--- src/rtl/core/shell_word_splitter_assert.svh ---
`ifndef SHELL_WORD_SPLITTER_ASSERT_SVH
`define SHELL_WORD_SPLITTER_ASSERT_SVH

// same-cycle implication, checked out of reset
`define SWS_ASSERT_NOW(name, clk, rst_n, pre, post) \
    name: assert property (@(posedge clk) disable iff (!(rst_n)) (pre) |-> (post)) \
        else $error("sws assertion failed: name");

// next-cycle implication, checked out of reset
`define SWS_ASSERT_NEXT(name, clk, rst_n, pre, post) \
    name: assert property (@(posedge clk) disable iff (!(rst_n)) (pre) |=> (post)) \
        else $error("sws assertion failed: name");

`endif

--- src/rtl/core/sws_pkg.sv ---
`timescale 1ns / 1ps

package sws_pkg;

    typedef enum logic [2:0] {
        MODE_PLAIN      = 3'd0,
        MODE_PLAIN_ESC  = 3'd1,
        MODE_SINGLE     = 3'd2,
        MODE_DOUBLE     = 3'd3,
        MODE_DOUBLE_ESC = 3'd4
    } t_mode;

    localparam logic ACT_BYTE = 1'b0;
    localparam logic ACT_EOL  = 1'b1;

    localparam logic [1:0] WARN_NONE   = 2'd0;
    localparam logic [1:0] WARN_SINGLE = 2'd1;
    localparam logic [1:0] WARN_DOUBLE = 2'd2;
    localparam logic [1:0] WARN_BSLASH = 2'd3;

    localparam logic [7:0] CH_SQUOTE = 8'h27;
    localparam logic [7:0] CH_DQUOTE = 8'h22;
    localparam logic [7:0] CH_BSLASH = 8'h5c;
    localparam logic [7:0] CH_SPACE  = 8'h20;
    localparam logic [7:0] CH_TAB    = 8'h09;
    localparam logic [7:0] CH_LF     = 8'h0a;
    localparam logic [7:0] CH_VT     = 8'h0b;
    localparam logic [7:0] CH_FF     = 8'h0c;
    localparam logic [7:0] CH_CR     = 8'h0d;

    typedef struct packed {
        logic       action;
        logic [7:0] in_byte;
    } t_item;

    typedef struct packed {
        logic       has_char;
        logic [7:0] out_char;
        logic       word_end;
        logic       line_end;
        logic [1:0] warning;
    } t_result;

endpackage

--- src/rtl/core/sws_item_if.sv ---
`timescale 1ns / 1ps

interface sws_item_if;
    logic       valid;
    logic       ready;
    logic       action;
    logic [7:0] in_byte;

    modport source (output valid, output action, output in_byte, input ready);
    modport sink   (input valid, input action, input in_byte, output ready);
endinterface

--- src/rtl/core/sws_result_if.sv ---
`timescale 1ns / 1ps

interface sws_result_if;
    logic       valid;
    logic       ready;
    logic       has_char;
    logic [7:0] out_char;
    logic       word_end;
    logic       line_end;
    logic [1:0] warning;

    modport source (
        output valid, output has_char, output out_char, output word_end,
        output line_end, output warning, input ready
    );
    modport sink (
        input valid, input has_char, input out_char, input word_end,
        input line_end, input warning, output ready
    );
endinterface

--- src/rtl/core/sws_fsm.sv ---
`timescale 1ns / 1ps
`include "shell_word_splitter_assert.svh"

module sws_fsm (
    input  logic            i_clk,
    input  logic            i_rst_n,
    input  logic            i_advance,
    input  sws_pkg::t_item  i_item,
    output logic            o_emit,
    output sws_pkg::t_result o_result
);

    sws_pkg::t_mode r_mode;
    sws_pkg::t_mode n_mode;
    logic           r_word_open;
    logic           n_word_open;
    logic           is_space;
    logic [7:0]     c;

    assign c = i_item.in_byte;

    always_comb begin
        is_space = c inside {sws_pkg::CH_SPACE, sws_pkg::CH_TAB, sws_pkg::CH_LF,
                             sws_pkg::CH_VT, sws_pkg::CH_FF, sws_pkg::CH_CR};
    end

    // next state
    always_comb begin
        n_mode      = r_mode;
        n_word_open = r_word_open;
        if (i_item.action == sws_pkg::ACT_EOL) begin
            n_mode      = sws_pkg::MODE_PLAIN;
            n_word_open = 1'b0;
        end else begin
            case (r_mode)
                sws_pkg::MODE_PLAIN_ESC: begin
                    n_mode      = sws_pkg::MODE_PLAIN;
                    n_word_open = 1'b1;
                end
                sws_pkg::MODE_SINGLE: begin
                    if (c == sws_pkg::CH_SQUOTE) begin
                        n_mode = sws_pkg::MODE_PLAIN;
                    end
                end
                sws_pkg::MODE_DOUBLE: begin
                    if (c == sws_pkg::CH_DQUOTE) begin
                        n_mode = sws_pkg::MODE_PLAIN;
                    end else if (c == sws_pkg::CH_BSLASH) begin
                        n_mode = sws_pkg::MODE_DOUBLE_ESC;
                    end
                end
                sws_pkg::MODE_DOUBLE_ESC: begin
                    n_mode = sws_pkg::MODE_DOUBLE;
                end
                default: begin
                    n_mode = sws_pkg::MODE_PLAIN;
                    if (c == sws_pkg::CH_SQUOTE) begin
                        n_word_open = 1'b1;
                        n_mode      = sws_pkg::MODE_SINGLE;
                    end else if (c == sws_pkg::CH_DQUOTE) begin
                        n_word_open = 1'b1;
                        n_mode      = sws_pkg::MODE_DOUBLE;
                    end else if (c == sws_pkg::CH_BSLASH) begin
                        n_mode = sws_pkg::MODE_PLAIN_ESC;
                    end else if (is_space) begin
                        n_word_open = 1'b0;
                    end else begin
                        n_word_open = 1'b1;
                    end
                end
            endcase
        end
    end

    // result of the current item
    always_comb begin
        o_emit   = 1'b0;
        o_result = '0;
        if (i_item.action == sws_pkg::ACT_EOL) begin
            o_emit            = 1'b1;
            o_result.line_end = 1'b1;
            o_result.word_end = r_word_open;
            case (r_mode)
                sws_pkg::MODE_SINGLE:     o_result.warning = sws_pkg::WARN_SINGLE;
                sws_pkg::MODE_DOUBLE:     o_result.warning = sws_pkg::WARN_DOUBLE;
                sws_pkg::MODE_DOUBLE_ESC: o_result.warning = sws_pkg::WARN_DOUBLE;
                sws_pkg::MODE_PLAIN_ESC:  o_result.warning = sws_pkg::WARN_BSLASH;
                default:                  o_result.warning = sws_pkg::WARN_NONE;
            endcase
        end else begin
            case (r_mode)
                sws_pkg::MODE_PLAIN_ESC, sws_pkg::MODE_DOUBLE_ESC: begin
                    o_emit = 1'b1;
                end
                sws_pkg::MODE_SINGLE: begin
                    o_emit = (c != sws_pkg::CH_SQUOTE);
                end
                sws_pkg::MODE_DOUBLE: begin
                    o_emit = (c != sws_pkg::CH_DQUOTE) && (c != sws_pkg::CH_BSLASH);
                end
                default: begin
                    if (c == sws_pkg::CH_SQUOTE || c == sws_pkg::CH_DQUOTE
                            || c == sws_pkg::CH_BSLASH) begin
                        o_emit = 1'b0;
                    end else if (is_space) begin
                        o_emit            = r_word_open;
                        o_result.word_end = r_word_open;
                    end else begin
                        o_emit = 1'b1;
                    end
                end
            endcase
            if (o_emit && !o_result.word_end) begin
                o_result.has_char = 1'b1;
                o_result.out_char = c;
            end
        end
    end

    always_ff @(posedge i_clk) begin
        if (!i_rst_n) begin
            r_mode      <= sws_pkg::MODE_PLAIN;
            r_word_open <= 1'b0;
        end else if (i_advance) begin
            r_mode      <= n_mode;
            r_word_open <= n_word_open;
        end
    end

    `SWS_ASSERT_NEXT(a_eol_clears_state, i_clk, i_rst_n,
        i_advance && i_item.action == sws_pkg::ACT_EOL,
        r_mode == sws_pkg::MODE_PLAIN && !r_word_open)
    `SWS_ASSERT_NOW(a_char_opens_word, i_clk, i_rst_n,
        i_advance && o_result.has_char && r_mode == sws_pkg::MODE_PLAIN,
        n_word_open)
    `SWS_ASSERT_NOW(a_word_end_needs_open, i_clk, i_rst_n,
        o_emit && o_result.word_end, r_word_open)

endmodule

--- src/rtl/core/shell_word_splitter.sv ---
`timescale 1ns / 1ps
// shell word splitter
// i_in carries one transaction per line byte (action 0, in_byte) and one
// end-of-line transaction (action 1) after the last byte of each line.
// o_out carries the results: one per byte that joins a word (has_char,
// out_char), one per whitespace that closes an open word (word_end), and
// one per end-of-line transaction (line_end, word_end if a word was open,
// warning for an unmatched single quote, double quote or backslash).
// quotes and backslashes that quote or escape, and whitespace outside a word, give no transaction.
// the input register holds a transaction and the result register its result.
// throughput: one input transaction per clock while i_in.ready is high; the
// quote-mode state machine decides each byte combinationally between them.
// a held result does not stop input: the input register keeps taking bytes
// that give no result, and i_in.ready drops only while a byte with a result
// waits behind a held result.
// reset (synchronous, active low) empties both registers and returns the
// splitter to plain mode with no word open.
`include "shell_word_splitter_assert.svh"

module shell_word_splitter (
    input  logic        i_clk,
    input  logic        i_rst_n,
    sws_item_if.sink    i_in,
    sws_result_if.source o_out
);

    logic             r_in_valid;
    sws_pkg::t_item   r_in;
    logic             r_out_valid;
    sws_pkg::t_result r_out;
    logic             emit;
    sws_pkg::t_result result;
    logic             out_free;
    logic             advance;

    assign out_free   = !r_out_valid || o_out.ready;
    assign advance    = r_in_valid && (!emit || out_free);
    assign i_in.ready = !r_in_valid || advance;

    sws_fsm u_fsm (
        .i_clk     (i_clk),
        .i_rst_n   (i_rst_n),
        .i_advance (advance),
        .i_item    (r_in),
        .o_emit    (emit),
        .o_result  (result)
    );

    always_ff @(posedge i_clk) begin
        if (!i_rst_n) begin
            r_in_valid <= 1'b0;
        end else if (i_in.ready) begin
            r_in_valid <= i_in.valid;
        end
    end

    always_ff @(posedge i_clk) begin
        if (i_in.valid && i_in.ready) begin
            r_in.action  <= i_in.action;
            r_in.in_byte <= i_in.in_byte;
        end
    end

    always_ff @(posedge i_clk) begin
        if (!i_rst_n) begin
            r_out_valid <= 1'b0;
        end else if (advance && emit) begin
            r_out_valid <= 1'b1;
        end else if (o_out.ready) begin
            r_out_valid <= 1'b0;
        end
    end

    always_ff @(posedge i_clk) begin
        if (advance && emit) begin
            r_out <= result;
        end
    end

    assign o_out.valid    = r_out_valid;
    assign o_out.has_char = r_out.has_char;
    assign o_out.out_char = r_out.out_char;
    assign o_out.word_end = r_out.word_end;
    assign o_out.line_end = r_out.line_end;
    assign o_out.warning  = r_out.warning;

    `SWS_ASSERT_NOW(a_warn_only_at_eol, i_clk, i_rst_n,
        r_out_valid && !r_out.line_end, r_out.warning == sws_pkg::WARN_NONE)
    `SWS_ASSERT_NOW(a_char_excludes_ends, i_clk, i_rst_n,
        r_out_valid && r_out.has_char, !r_out.word_end && !r_out.line_end)
    `SWS_ASSERT_NOW(a_stall_needs_full_in, i_clk, i_rst_n,
        !i_in.ready, r_in_valid && r_out_valid && emit)

endmodule
--- src/flat_wrapper.sv ---
// flat-port wrapper written by rule: the top's interface ports become plain ports
module shell_word_splitter_flat 
  (i_clk, i_rst_n, i_in_valid, i_in_action, i_in_in_byte, i_in_ready, o_out_valid, o_out_has_char, o_out_out_char, o_out_word_end, o_out_line_end, o_out_warning, o_out_ready);
  sws_item_if i_in_i ();
  sws_result_if o_out_i ();
  input  logic i_clk;
  input  logic i_rst_n;
  input wire logic [$bits(i_in_i.valid)-1:0] i_in_valid;
  input wire logic [$bits(i_in_i.action)-1:0] i_in_action;
  input wire logic [$bits(i_in_i.in_byte)-1:0] i_in_in_byte;
  output wire logic [$bits(i_in_i.ready)-1:0] i_in_ready;
  output wire logic [$bits(o_out_i.valid)-1:0] o_out_valid;
  output wire logic [$bits(o_out_i.has_char)-1:0] o_out_has_char;
  output wire logic [$bits(o_out_i.out_char)-1:0] o_out_out_char;
  output wire logic [$bits(o_out_i.word_end)-1:0] o_out_word_end;
  output wire logic [$bits(o_out_i.line_end)-1:0] o_out_line_end;
  output wire logic [$bits(o_out_i.warning)-1:0] o_out_warning;
  input wire logic [$bits(o_out_i.ready)-1:0] o_out_ready;
  assign i_in_i.valid = i_in_valid;
  assign i_in_i.action = i_in_action;
  assign i_in_i.in_byte = i_in_in_byte;
  assign i_in_ready = i_in_i.ready;
  assign o_out_valid = o_out_i.valid;
  assign o_out_has_char = o_out_i.has_char;
  assign o_out_out_char = o_out_i.out_char;
  assign o_out_word_end = o_out_i.word_end;
  assign o_out_line_end = o_out_i.line_end;
  assign o_out_warning = o_out_i.warning;
  assign o_out_i.ready = o_out_ready;
  shell_word_splitter u_core (.i_clk(i_clk), .i_rst_n(i_rst_n), .i_in(i_in_i), .o_out(o_out_i));
endmodule
--- config.mk ---
export PLATFORM = sky130hd
export DESIGN_NAME = shell_word_splitter_flat
export DESIGN_NICKNAME = d
export VERILOG_FILES = /design/src/rtl/core/sws_pkg.sv /design/src/rtl/core/sws_item_if.sv /design/src/rtl/core/sws_result_if.sv /design/src/rtl/core/sws_fsm.sv /design/src/rtl/core/shell_word_splitter.sv /design/src/flat_wrapper.sv
export VERILOG_INCLUDE_DIRS = /design/src /design/src/rtl/core
export SDC_FILE = /design/constraint.sdc
export NUM_CORES = 1
export LEC_CHECK = 0
export ABC_CLOCK_PERIOD_IN_PS = 5900
export BUFFER_PORTS_ARGS = -buffer_cell sky130_fd_sc_hd__buf_2
export CORE_MARGIN = 5
export CORE_UTILIZATION = 30
export CTS_BUF_LIST = sky130_fd_sc_hd__clkbuf_16
export CTS_CLUSTER_DIAMETER = 150
export DETAILED_ROUTE_END_ITERATION = 10
export SYNTH_ARGS = -nofsm -noshare
export SYNTH_HDL_FRONTEND = slang
export SYNTH_SLANG_ARGS = --single-unit
--- constraint.sdc ---
create_clock -name i_clk -period 5.9 [get_ports i_clk]
set_input_delay 0.885 -clock i_clk [delete_from_list [all_inputs] [get_ports i_clk]]
set_output_delay 0.885 -clock i_clk [all_outputs]
set_load 0.005 [all_outputs]
==> flow_summary.toml, run 1 <==
[power_and_ir_drop]
power.leakage_nw = 0.606
power_density_nw_per_um2 = 279
worst_ir_drop_vdd_mv = 0.103

[yosys]
postSynthAreaPerCell_um2 = 11.7
postSynthNetCount = 129
seq_area_frac_synth_pct = 57.3
synth.lib_cells_used.distinct = 38
synth_seq_cells = 28
synthCells = 116
mappedNetlistArea_um2 = 1360
synth.yosys.warnings = 0

[route]
totalWireLength_um = 2630
drc = 0
drt.antenna.violating_nets = 0
drt_first_pass_iters = 4
vias = 968
via_per_inst = 4.99
routed_wire_length_per_instance_um = 13.6
detailedRoute.firstIterationViolations = 27

[clock_tree]
cts.htree.levels = 1
cts_buffers = 3
worst_skew_pair.late_latency_ns = 0.26
max-clock-path-buffers = 2
cts_sinks = 28
hold_buffers = 0
path_clk_slew_ns = 0.06
number_of_buffers_added_for_setup_after_cts = 0
clock_tree_from_tritoncts = "yes"
cts_repair_resize_count = 0
clk_root_buffer_cell = "sky130_fd_sc_hd__clkbuf_16"

[setup_path]
cp_data_arrival_time_ns = 2.58
crit-reg2reg-capture = "u_core.r_in[6]"
crit_required_ns = 5.02
worstSetupStartpointType = "register"
crit_path_start = "u_core.r_in[4]"
critical_path.endpoint = "i_in_ready"
end_kind = "primary output"
crit-reg2reg-launch = "u_core.r_in[4]"
timing.setup.critical_path_class = "register to primary output"
path_max_fanout = 5
r2r_cells = 6
reg2reg_setup_slack_ns = 2.73

[global_routing]
gr-total-overflow = 0
largest_net_degree_at_the_start_of_global_routing = 17
grt_antenna_before_repair = 0
grt_use_met3_pct = 2.31
grt_first_pass_wirelength_um = 4460
groute.layer.met2.usage_pct = 14.6
gr-max-usage-layer = "met2"
grt_usage_pct = 9.16
globalRouteMet1Util_pct = 10.8
grt_pass1_vias = 1025

[timing]
post_route_clock_period_utilization_pct = 58.7
drv_slew = 0
least_setup_slack_across_all_paths_after_layout_ns = 2.43
period_minus_slack_ns = 3.47
max-slew-margin-rel_pct = 46.7
setup_total_negative_slack_ns = 0
achievable-frequency_mhz = 289
skew_ns = 0.00279
setup_viol_count_final = 0
finalHoldViolations = 0
worstMarginPinSlew_ns = 0.799
grt_setup_unrepaired = "false"

[floorplan]
std_cell_rows = 24
floorplan_core_area_um2 = 4380
initial_util_pct = 31.1
die-height_um = 77.4
die_area_um2 = 5990
floorplan.io_pins = 28
die_w_um = 77.4

[placement]
dpl.hpwl_um = 2000
pre_cts_slack_ns = 2.73
place.gp.congestion = 0.801
placement.io_buffers = 27

[layout]
final_net_count = 156
flow.area_growth_from_synthesis_pct = 21.0
diodes = 0
proportion_of_layout_cells_with_a_drive_suffix_above_1_pct = 26.1

[flow_run]
cap_violations = 0

[run_status]
status = "complete, no violations"

[hold_path]
worst_min_path_class = "register to register"
[synth_stat cells]
cell	count	area [um^2]
sky130_fd_sc_hd__edfxtp_1	22	661
sky130_fd_sc_hd__nand2_1	13	48.8
sky130_fd_sc_hd__and2_1	9	56.3
sky130_fd_sc_hd__nor2_1	7	26.3
sky130_fd_sc_hd__dfxtp_1	6	120
sky130_fd_sc_hd__clkbuf_1	5	18.8
sky130_fd_sc_hd__mux2i_1	5	50.1
sky130_fd_sc_hd__nor3_1	5	25.0
sky130_fd_sc_hd__nand2b_1	3	18.8
sky130_fd_sc_hd__nor2b_1	3	18.8
sky130_fd_sc_hd__o21ai_0	3	15.0
sky130_fd_sc_hd__or4_1	3	22.5
sky130_fd_sc_hd__a21oi_1	2	10.0
sky130_fd_sc_hd__inv_1	2	7.51
sky130_fd_sc_hd__maj3_1	2	20.0
sky130_fd_sc_hd__nor4_1	2	12.5
sky130_fd_sc_hd__o21a_1	2	15.0
sky130_fd_sc_hd__xnor2_1	2	17.5
sky130_fd_sc_hd__a2111oi_2	1	15.0
sky130_fd_sc_hd__a211oi_4	1	20.0
sky130_fd_sc_hd__a21boi_1	1	7.51
sky130_fd_sc_hd__a21boi_2	1	11.3
sky130_fd_sc_hd__a22o_1	1	8.76
sky130_fd_sc_hd__a31oi_1	1	6.26
sky130_fd_sc_hd__a41o_1	1	10.0
sky130_fd_sc_hd__and4_1	1	8.76
sky130_fd_sc_hd__nand3b_1	1	7.51
sky130_fd_sc_hd__nand4_1	1	6.26
sky130_fd_sc_hd__nand4b_1	1	8.76
sky130_fd_sc_hd__nor3_2	1	10.0
sky130_fd_sc_hd__nor3b_1	1	7.51
sky130_fd_sc_hd__nor4b_1	1	8.76
sky130_fd_sc_hd__o211a_4	1	17.5
sky130_fd_sc_hd__o21bai_1	1	7.51
sky130_fd_sc_hd__o221ai_1	1	8.76
sky130_fd_sc_hd__o31a_1	1	8.76
sky130_fd_sc_hd__or3_4	1	11.3
sky130_fd_sc_hd__xor2_1	1	8.76
[logic make-up after synthesis]
kind of cell               synth area share (%)
and+or+nand+nor                            21.9
DFF                                        57.3
AOI/OAI and AO/OA                          11.8
buffers and inverters                      1.93
muxes                                      3.67
xor gates and xnor gates                   1.93
adders and majority gates                  1.47
[worst max-delay path, stage by stage, from the launching register on]
cell,delay [ns]
sky130_fd_sc_hd__edfxtp_1,0.42
sky130_fd_sc_hd__or3_4,0.43
sky130_fd_sc_hd__or4_1,0.53
sky130_fd_sc_hd__a41o_1,0.30
sky130_fd_sc_hd__a211oi_4,0.31
sky130_fd_sc_hd__a21boi_2,0.14
sky130_fd_sc_hd__nand2_1,0.08
sky130_fd_sc_hd__buf_2,0.11
[how the worst min path moves through the flow]
| stage | start | endpoint | depth (start not counted) | slack (ns) |
|---|---|---|---|---|
| 2_1_floorplan | u_core.r_in[8] | u_core.o_out.line_end | 0 | 0.42 |
| 3_5_place_dp | u_core.u_fsm.r_word_open | u_core.u_fsm.r_word_open | 2 | 0.51 |
| 3_3_place_gp | u_core.u_fsm.r_word_open | u_core.u_fsm.r_word_open | 2 | 0.50 |
| 5_1_grt | u_core.u_fsm.r_word_open | u_core.u_fsm.r_word_open | 2 | 0.58 |
| 4_1_cts | u_core.u_fsm.r_word_open | u_core.u_fsm.r_word_open | 2 | 0.53 |
| 6_report | u_core.u_fsm.r_word_open | u_core.u_fsm.r_word_open | 2 | 0.53 |
[placed cells by master, fill, tap and decap left out]
master / netlist / layout
sky130_fd_sc_hd__inv_1: 2 / 2
sky130_fd_sc_hd__o21ai_0: 3 / 3
sky130_fd_sc_hd__a211oi_4: 1 / 1
sky130_fd_sc_hd__a31oi_1: 1 / 1
sky130_fd_sc_hd__nor3b_1: 1 / 1
sky130_fd_sc_hd__a22o_1: 1 / 1
sky130_fd_sc_hd__o211a_4: 1 / 1
sky130_fd_sc_hd__nor3_1: 5 / 5
sky130_fd_sc_hd__maj3_1: 2 / 2
sky130_fd_sc_hd__nor4_1: 2 / 2
sky130_fd_sc_hd__mux2i_1: 5 / 5
sky130_fd_sc_hd__a21oi_1: 2 / 2
sky130_fd_sc_hd__o221ai_1: 1 / 1
sky130_fd_sc_hd__or3_4: 1 / 1
sky130_fd_sc_hd__a41o_1: 1 / 1
sky130_fd_sc_hd__or4_1: 3 / 3
sky130_fd_sc_hd__nand2_1: 13 / 13
sky130_fd_sc_hd__clkbuf_16: 0 / 3
sky130_fd_sc_hd__nor4b_1: 1 / 1
sky130_fd_sc_hd__a21boi_2: 1 / 1
sky130_fd_sc_hd__o21bai_1: 1 / 1
sky130_fd_sc_hd__bufinv_16: 0 / 1
sky130_fd_sc_hd__a2111oi_2: 1 / 1
sky130_fd_sc_hd__xor2_1: 1 / 1
sky130_fd_sc_hd__nand4_1: 1 / 1
sky130_fd_sc_hd__nor2_1: 7 / 7
sky130_fd_sc_hd__nand4b_1: 1 / 1
sky130_fd_sc_hd__nand3b_1: 1 / 1
sky130_fd_sc_hd__and4_1: 1 / 1
sky130_fd_sc_hd__a21boi_1: 1 / 1
sky130_fd_sc_hd__buf_2: 0 / 27
sky130_fd_sc_hd__and2_1: 9 / 9
sky130_fd_sc_hd__o21a_1: 2 / 2
sky130_fd_sc_hd__xnor2_1: 2 / 2
sky130_fd_sc_hd__o31a_1: 1 / 1
sky130_fd_sc_hd__nor2b_1: 3 / 3
sky130_fd_sc_hd__dfxtp_1: 6 / 6
sky130_fd_sc_hd__nor3_2: 1 / 1
sky130_fd_sc_hd__nand2b_1: 3 / 3
sky130_fd_sc_hd__edfxtp_1: 22 / 22
[power breakdown]
part	internal (mW)	switching, mW
Sequential	0.224	0.00719
Combinational	0.0149	0.0166
Clock	0.135	0.0622
Total	0.374	0.0861
[layer usage]
metal  up-vias  share of wire, %
li1        481                 -
met1       445                45
met2        33                45
met3         9               5.5
met4         0               4.0
met5         -                 0
[cell type report]
| type | count | area, um^2 |
|---|---|---|
| Inverter | 2 | 7.51 |
| Clock buffer | 3 | 75.1 |
| Sequential cell | 28 | 781 |
| Fill cell | 451 | 2740 |
| Clock inverter | 1 | 30.0 |
| Multi-Input combinational cell | 81 | 556 |
| Timing Repair Buffer | 27 | 135 |
| Tap cell | 52 | 65.1 |
[flip-flops by register name, indices dropped and copies added, names as in the netlist]
register and count:
u_core.o_out.has_char 1, u_core.o_out.line_end 1, u_core.o_out.out_char 8, u_core.o_out.valid 1, u_core.o_out.warning 2, u_core.o_out.word_end 1, u_core.r_in 9, u_core.r_in_valid 1
u_core.u_fsm.r_mode 3, u_core.u_fsm.r_word_open 1
[stage by stage]
step                cells  hold WS [ns]  power (mW)  utilization [%]  area [um^2]
floorplan             116         0.424       0.253                -         1360
global placement      190         0.505       0.267             35.2         1540
detailed placement    190         0.512       0.268             35.2         1540
CTS                   194         0.528       0.465             37.6         1650
global route          194         0.579       0.477             37.6         1650
finish                194         0.531       0.460             37.6         1650
(Power assumes the default switching activity.)
==> run 2, diff against run 1 <==
--- a/config.mk
+++ b/config.mk
@@ -6,7 +6,8 @@
 export SDC_FILE = /design/constraint.sdc
 export NUM_CORES = 1
 export LEC_CHECK = 0
-export ABC_CLOCK_PERIOD_IN_PS = 5900
+export ABC_AREA = 1
+export ABC_CLOCK_PERIOD_IN_PS = 2900
 export BUFFER_PORTS_ARGS = -buffer_cell sky130_fd_sc_hd__buf_2
 export CORE_MARGIN = 5
 export CORE_UTILIZATION = 30
==> constraint.sdc (replaced) <==
create_clock -name i_clk -period 2.9 [get_ports i_clk]
set_input_delay 0.435 -clock i_clk [delete_from_list [all_inputs] [get_ports i_clk]]
set_output_delay 0.435 -clock i_clk [all_outputs]
set_load 0.005 [all_outputs]
==> run 2 against run 1 <==
Utilization is 0.28 points higher. Largest power group unchanged. Non-clock buffer count unchanged. Largest cell class unchanged. Sequential power rose by 110%. Sequential cell count unchanged. Critical path type unchanged. Combinational power grew to 4.1 times the previous value. Highest routed layer unchanged.
==> flow_summary.toml, run 2 <==
[global_routing]
groute.layer.met2.usage_pct = 13.3
grt_pass1_vias = 981
largest_net_degree_at_the_start_of_global_routing = 17
grt_antenna_before_repair = 0
gr-total-overflow = 0
grt_first_pass_wirelength_um = 4260
globalRouteMet1Util_pct = 11.0
grt_usage_pct = 8.40
gr-max-usage-layer = "met2"
grt_use_met3_pct = 0.926

[timing]
worstMarginPinSlew_ns = 0.454
max-slew-margin-rel_pct = 69.7
period_minus_slack_ns = 2.17
drv_slew = 0
grt_setup_unrepaired = "false"
skew_ns = 0.00126
setup_viol_count_final = 0
finalHoldViolations = 0
worst_hold_slack_ns = 0.345
setup_total_negative_slack_ns = 0
achievable-frequency_mhz = 461
post_route_clock_period_utilization_pct = 74.9

[route]
routed_wire_length_per_instance_um = 10.1
vias = 1008
totalWireLength_um = 2390
drt.antenna.violating_nets = 0
drc = 0
detailedRoute.firstIterationViolations = 75
drt_first_pass_iters = 4
via_per_inst = 4.27

[yosys]
synth.most_common_cell = "sky130_fd_sc_hd__nand2_1"
synthCells = 154
seq_area_frac_synth_pct = 56.8
async_reset_ff_share_pct = 0
mappedNetlistArea_um2 = 1380
netlist.top_cell.by_area = "sky130_fd_sc_hd__edfxtp_1"
ys_top_cells_by_area = "sky130_fd_sc_hd__edfxtp_1 48%, sky130_fd_sc_hd__nand2_1 9.6%, sky130_fd_sc_hd__dfxtp_1 8.7%"
postSynthNetCount = 167
synth_seq_cells = 28
synth_largest_type_area_fraction_pct = 48.0
synth.yosys.warnings = 0
postSynthAreaPerCell_um2 = 8.93
ys.flop_type = "sky130_fd_sc_hd__edfxtp_1"
synth-edff-count = 22
synth.lib_cells_used.distinct = 18
netlist_top_cells_count = "35 x sky130_fd_sc_hd__nand2_1, 26 x sky130_fd_sc_hd__inv_1, 25 x sky130_fd_sc_hd__nor2_1"

[clock_tree]
number_of_buffers_added_for_setup_after_cts = 0
clk_root_buffer_cell = "sky130_fd_sc_hd__clkbuf_16"
worst_skew_pair.late_latency_ns = 0.26
clock_tree_from_tritoncts = "yes"
cts_sinks = 28
cts_buffers = 3
path_clk_slew_ns = 0.07
cts_repair_resize_count = 0
hold_buffers = 0
cts.htree.levels = 1
max-clock-path-buffers = 2

[hold_path]
worst_min_path_class = "input port to register"

[setup_path]
worstSetupStartpointType = "register"
crit_required_ns = 2.47
timing.setup.critical_path_class = "register to primary output"
path_max_fanout = 4
end_kind = "primary output"
cp_data_arrival_time_ns = 1.74

[power_and_ir_drop]
worst_ir_drop_vdd_mv = 0.325
power_density_nw_per_um2 = 604
power.leakage_nw = 0.784

[layout]
layout_commonest_cell = "sky130_fd_sc_hd__nand2_1"
proportion_of_layout_cells_with_a_drive_suffix_above_1_pct = 25.5
diodes = 0
post_layout_nonfiller_instances = 236
final_cell_mix = "35 x sky130_fd_sc_hd__nand2_1, 27 x sky130_fd_sc_hd__buf_2, 26 x sky130_fd_sc_hd__inv_1"
final_net_count = 198
flow.area_growth_from_synthesis_pct = 21.7
largest-register = "u_core.r_in"
largest_reg_flops = 9

[floorplan]
std_cell_rows = 24
die_w_um = 77.7
floorplan.io_pins = 28
initial_util_pct = 31.2
floorplan_core_area_um2 = 4410
die_area_um2 = 6040
die-height_um = 77.7

[placement]
place_inst = 232
placement.io_buffers = 27
dpl.hpwl_um = 1870
place.gp.congestion = 0.839

[run_status]
status = "complete, no violations"

[flow_run]
cap_violations = 0
run 2: worst paths after layout:
kind	startpoint	to	slack (ns)	depth (start not counted)
hold / removal	i_in_action	u_core.r_in[8]	0.34	1
setup / recovery	u_core.r_in[1]	i_in_ready	0.73	10
hold reg to reg	u_core.u_fsm.r_mode[0]	u_core.u_fsm.r_mode[0]	0.56	4
setup reg to reg	u_core.r_in[1]	u_core.o_out.out_char[4]	0.79	11
run 2: area by class of cell:
class / count / area [um^2]
clock buffers: 3 / 75.1
clock inverters: 1 / 30.0
fillers: 432 / 2740
inverters: 29 / 109
multi-input cells: 96 / 478
flip-flops and latches: 28 / 781
well taps: 52 / 65.1
repair buffers: 27 / 135
run 2: cell families (layout without fill, tap and decap cells):
group | Yosys count | in the layout | share of synthesized area, %
flip-flops | 28 | 28 | 56.8
buffers and inverters | 30 | 60 | 8.46
AO/OA/AOI/OAI | 9 | 9 | 3.46
AND/OR/NAND/NOR | 87 | 87 | 31.3
run 2: stage by stage:
stage	worst slack, ns	util, %	total power [mW]	area [um^2]
3_3_place_gp	0.804	35.5	0.619	1570
2_1_floorplan	1.02	-	0.579	1380
5_1_grt	0.539	37.9	1.07	1670
6_report	0.729	37.9	1.01	1670
3_5_place_dp	0.764	35.5	0.618	1570
4_1_cts	0.718	37.9	1.03	1670
run 2: worst max-delay path, cell delays in order, from the launching register on:
cell                       delay (ns)
sky130_fd_sc_hd__edfxtp_1        0.44
sky130_fd_sc_hd__inv_1           0.12
sky130_fd_sc_hd__nand2_1         0.08
sky130_fd_sc_hd__nor2_2          0.09
sky130_fd_sc_hd__nand2_2         0.10
sky130_fd_sc_hd__nand3_2         0.10
sky130_fd_sc_hd__nand2_2         0.06
sky130_fd_sc_hd__nor2_4          0.11
sky130_fd_sc_hd__nand3_4         0.10
sky130_fd_sc_hd__nand3_1         0.13
sky130_fd_sc_hd__buf_2           0.13
run 2: routing by layer:
metal / vias to the layer above / share of wire [%]
li1: 547 / -
met1: 427 / 48
met2: 30 / 45
met3: 4 / 5.1
met4: 0 / 1.2
met5: - / 0
run 2: where the power goes:
| group | total, mW | leakage [nW] | switching (mW) | internal (mW) |
|---|---|---|---|---|
| logic | 0.129 | 0.472 | 0.0816 | 0.0474 |
| clock network | 0.402 | 0.0511 | 0.128 | 0.275 |
| registers | 0.480 | 0.260 | 0.0138 | 0.466 |
| total | 1.01 | 0.784 | 0.223 | 0.788 |
==> run 3, diff against run 2 <==
--- a/config.mk
+++ b/config.mk
@@ -7,7 +7,7 @@
 export NUM_CORES = 1
 export LEC_CHECK = 0
 export ABC_AREA = 1
-export ABC_CLOCK_PERIOD_IN_PS = 2900
+export ABC_CLOCK_PERIOD_IN_PS = 2100
 export BUFFER_PORTS_ARGS = -buffer_cell sky130_fd_sc_hd__buf_2
 export CORE_MARGIN = 5
 export CORE_UTILIZATION = 30
==> constraint.sdc (replaced) <==
create_clock -name i_clk -period 2.1 [get_ports i_clk]
set_input_delay 0.315 -clock i_clk [delete_from_list [all_inputs] [get_ports i_clk]]
set_output_delay 0.315 -clock i_clk [all_outputs]
set_load 0.005 [all_outputs]
==> run 3 against run 2 <==
Utilization grew 0.94 points. Sequential power is 38% higher. Via count increased by 1.5%. Routed wire length up 4.1%. Clock skew increased by 0.0013 ns. Global-route usage down 0.076 points. Clock power increased by 38%. First-iteration DRC count shrank 35%. Die area unchanged. Hold slack got worse by 0.12 ns. Critical path depth stayed put. Largest cell class unchanged. Largest power group unchanged. Highest routed layer unchanged.
==> flow_summary.toml, run 3 (synthesis results as in run 2) <==
[timing]
achievable-frequency_mhz = 503
finalHoldViolations = 0
grt_setup_unrepaired = "false"
least_setup_slack_across_all_paths_after_layout_ns = 0.113
post_route_clock_period_utilization_pct = 94.6
max-slew-margin-rel_pct = 74.3
worst_hold_slack_ns = 0.227
worstMarginPinSlew_ns = 0.385
setup_total_negative_slack_ns = 0
setup_viol_count_final = 0
period_minus_slack_ns = 1.99
skew_ns = 0.00257
drv_slew = 0

[layout]
diodes = 0
core_occupancy_in_the_finished_layout_pct = 38.8
n_fill_cell = 434
final_cell_mix = "35 x sky130_fd_sc_hd__nand2_1, 27 x sky130_fd_sc_hd__buf_2, 25 x sky130_fd_sc_hd__nor2_1"
proportion_of_layout_cells_with_a_drive_suffix_above_1_pct = 29.6
flow.area_growth_from_synthesis_pct = 24.7
largest-register = "u_core.r_in"
post_layout_nonfiller_instances = 238
final_net_count = 200
layout_commonest_cell = "sky130_fd_sc_hd__nand2_1"
layout.cell_area.non_filler_um2 = 1710
largest_reg_flops = 9

[clock_tree]
max-clock-path-buffers = 2
cts_sinks = 28
hold_buffers = 0
cts.htree.levels = 1
worst_skew_pair.late_latency_ns = 0.26
cts_repair_resize_count = 0
clk_root_buffer_cell = "sky130_fd_sc_hd__clkbuf_16"
cts_buffers = 3
clock_tree_from_tritoncts = "yes"
path_clk_slew_ns = 0.07
number_of_buffers_added_for_setup_after_cts = 0

[setup_path]
critical_path.n_buffers_inverters = 2
max_stage_delay_ns = 0.44
crit_path_top_delay_cell = "sky130_fd_sc_hd__edfxtp_1"
worstSetupStartpointType = "register"
cp_data_arrival_time_ns = 1.67
timing.setup.critical_path_class = "register to primary output"
crit_chain = "inv_2 > nand2_1 > nor2_2 > nand2_2 > nand3_2 > nand2_2 > nor2_4 > nand3_4 > nand3_2 > buf_2"
path_max_fanout = 4
end_kind = "primary output"
crit_required_ns = 1.78
critPathTopFamily = "simple AND/OR/NAND/NOR gates"

[placement]
place_inst = 234
dpl.hpwl_um = 1920
placement.io_buffers = 27
pre_cts_slack_ns = 0.0924
place.gp.congestion = 0.834
placed_cell_area_um2 = 1600

[hold_path]
worst_min_path_class = "input port to register"

[floorplan]
floorplan.io_pins = 28
die_area_um2 = 6040
die_w_um = 77.7
die-height_um = 77.7
std_cell_rows = 24
initial_util_pct = 31.2
floorplan_core_area_um2 = 4410

[global_routing]
grt_antenna_before_repair = 0
grt_pass1_vias = 968
largest_net_degree_at_the_start_of_global_routing = 17
grt_usage_pct = 8.32
grt_first_pass_wirelength_um = 4250
gr-total-overflow = 0

[power_and_ir_drop]
logic_gate_share_of_total_power_pct = 13.8
sequentialPowerShare_pct = 46.8
intPower_mw = 1.10
share_of_total_power_in_the_clock_network_pct = 39.4
total_power_mw = 1.41
net_switching_uw = 316
power_density_nw_per_um2 = 824
power.leakage_nw = 0.794
power.share.switching_pct = 22.3
worst_ir_drop_vdd_mv = 0.333

[route]
drt_first_pass_iters = 4
vias = 1023
detailedRoute.firstIterationViolations = 49
drt.antenna.violating_nets = 0
totalWireLength_um = 2490
routed_wire_length_per_instance_um = 10.4
drc = 0
via_per_inst = 4.30

[run_status]
status = "complete, no violations"

[flow_run]
cap_violations = 0
-- run 3: changes by cell type in the layout (fill, tap and decap cells not counted) --
| cell | change |
|---|---|
| sky130_fd_sc_hd__nand3_2 | +2 |
| sky130_fd_sc_hd__inv_1 | -4 |
| sky130_fd_sc_hd__buf_12 | +1 |
| sky130_fd_sc_hd__buf_4 | +1 |
| sky130_fd_sc_hd__clkinvlp_4 | +1 |
| sky130_fd_sc_hd__inv_2 | +3 |
| sky130_fd_sc_hd__nand3_1 | -2 |
-- run 3: per-layer routing --
layer,global-route usage [%],part of all wire (%),up-vias
met5,0,0,-
met4,3.09,1.7,0
met3,0.463,3.3,4
met2,13.5,45,28
met1,11.6,50,437
li1,-,-,554
-- run 3: final timing paths --
kind | from | endpoint | slack [ns] | cells after the start
setup reg to reg | u_core.r_in[1] | u_core.o_out.out_char[6] | 0.16 | 12
setup / recovery | u_core.r_in[1] | i_in_ready | 0.11 | 10
hold reg to reg | u_core.u_fsm.r_mode[2] | u_core.u_fsm.r_mode[2] | 0.55 | 4
hold / removal | i_in_action | u_core.r_in[8] | 0.23 | 1
-- run 3: cell type report --
| class | count | area (um^2) | share of cell area (%) |
|---|---|---|---|
| inverter | 29 | 113 | 6.57 |
| timing repair buffer | 29 | 163 | 9.49 |
| sequential | 28 | 781 | 45.5 |
| clock inverter | 1 | 30.0 | 1.75 |
| multi-input combinational | 96 | 488 | 28.5 |
| clock buffer | 3 | 75.1 | 4.38 |
| tap | 52 | 65.1 | 3.80 |
-- run 3: power by group through the flow --
stage	registers, mW	clock network (mW)	logic, mW
after floorplan	0.672	0	0.127
after global placement	0.674	0	0.191
after detailed placement	0.673	0	0.190
after CTS	0.661	0.567	0.193
after global routing	0.666	0.589	0.223
final	0.661	0.556	0.195
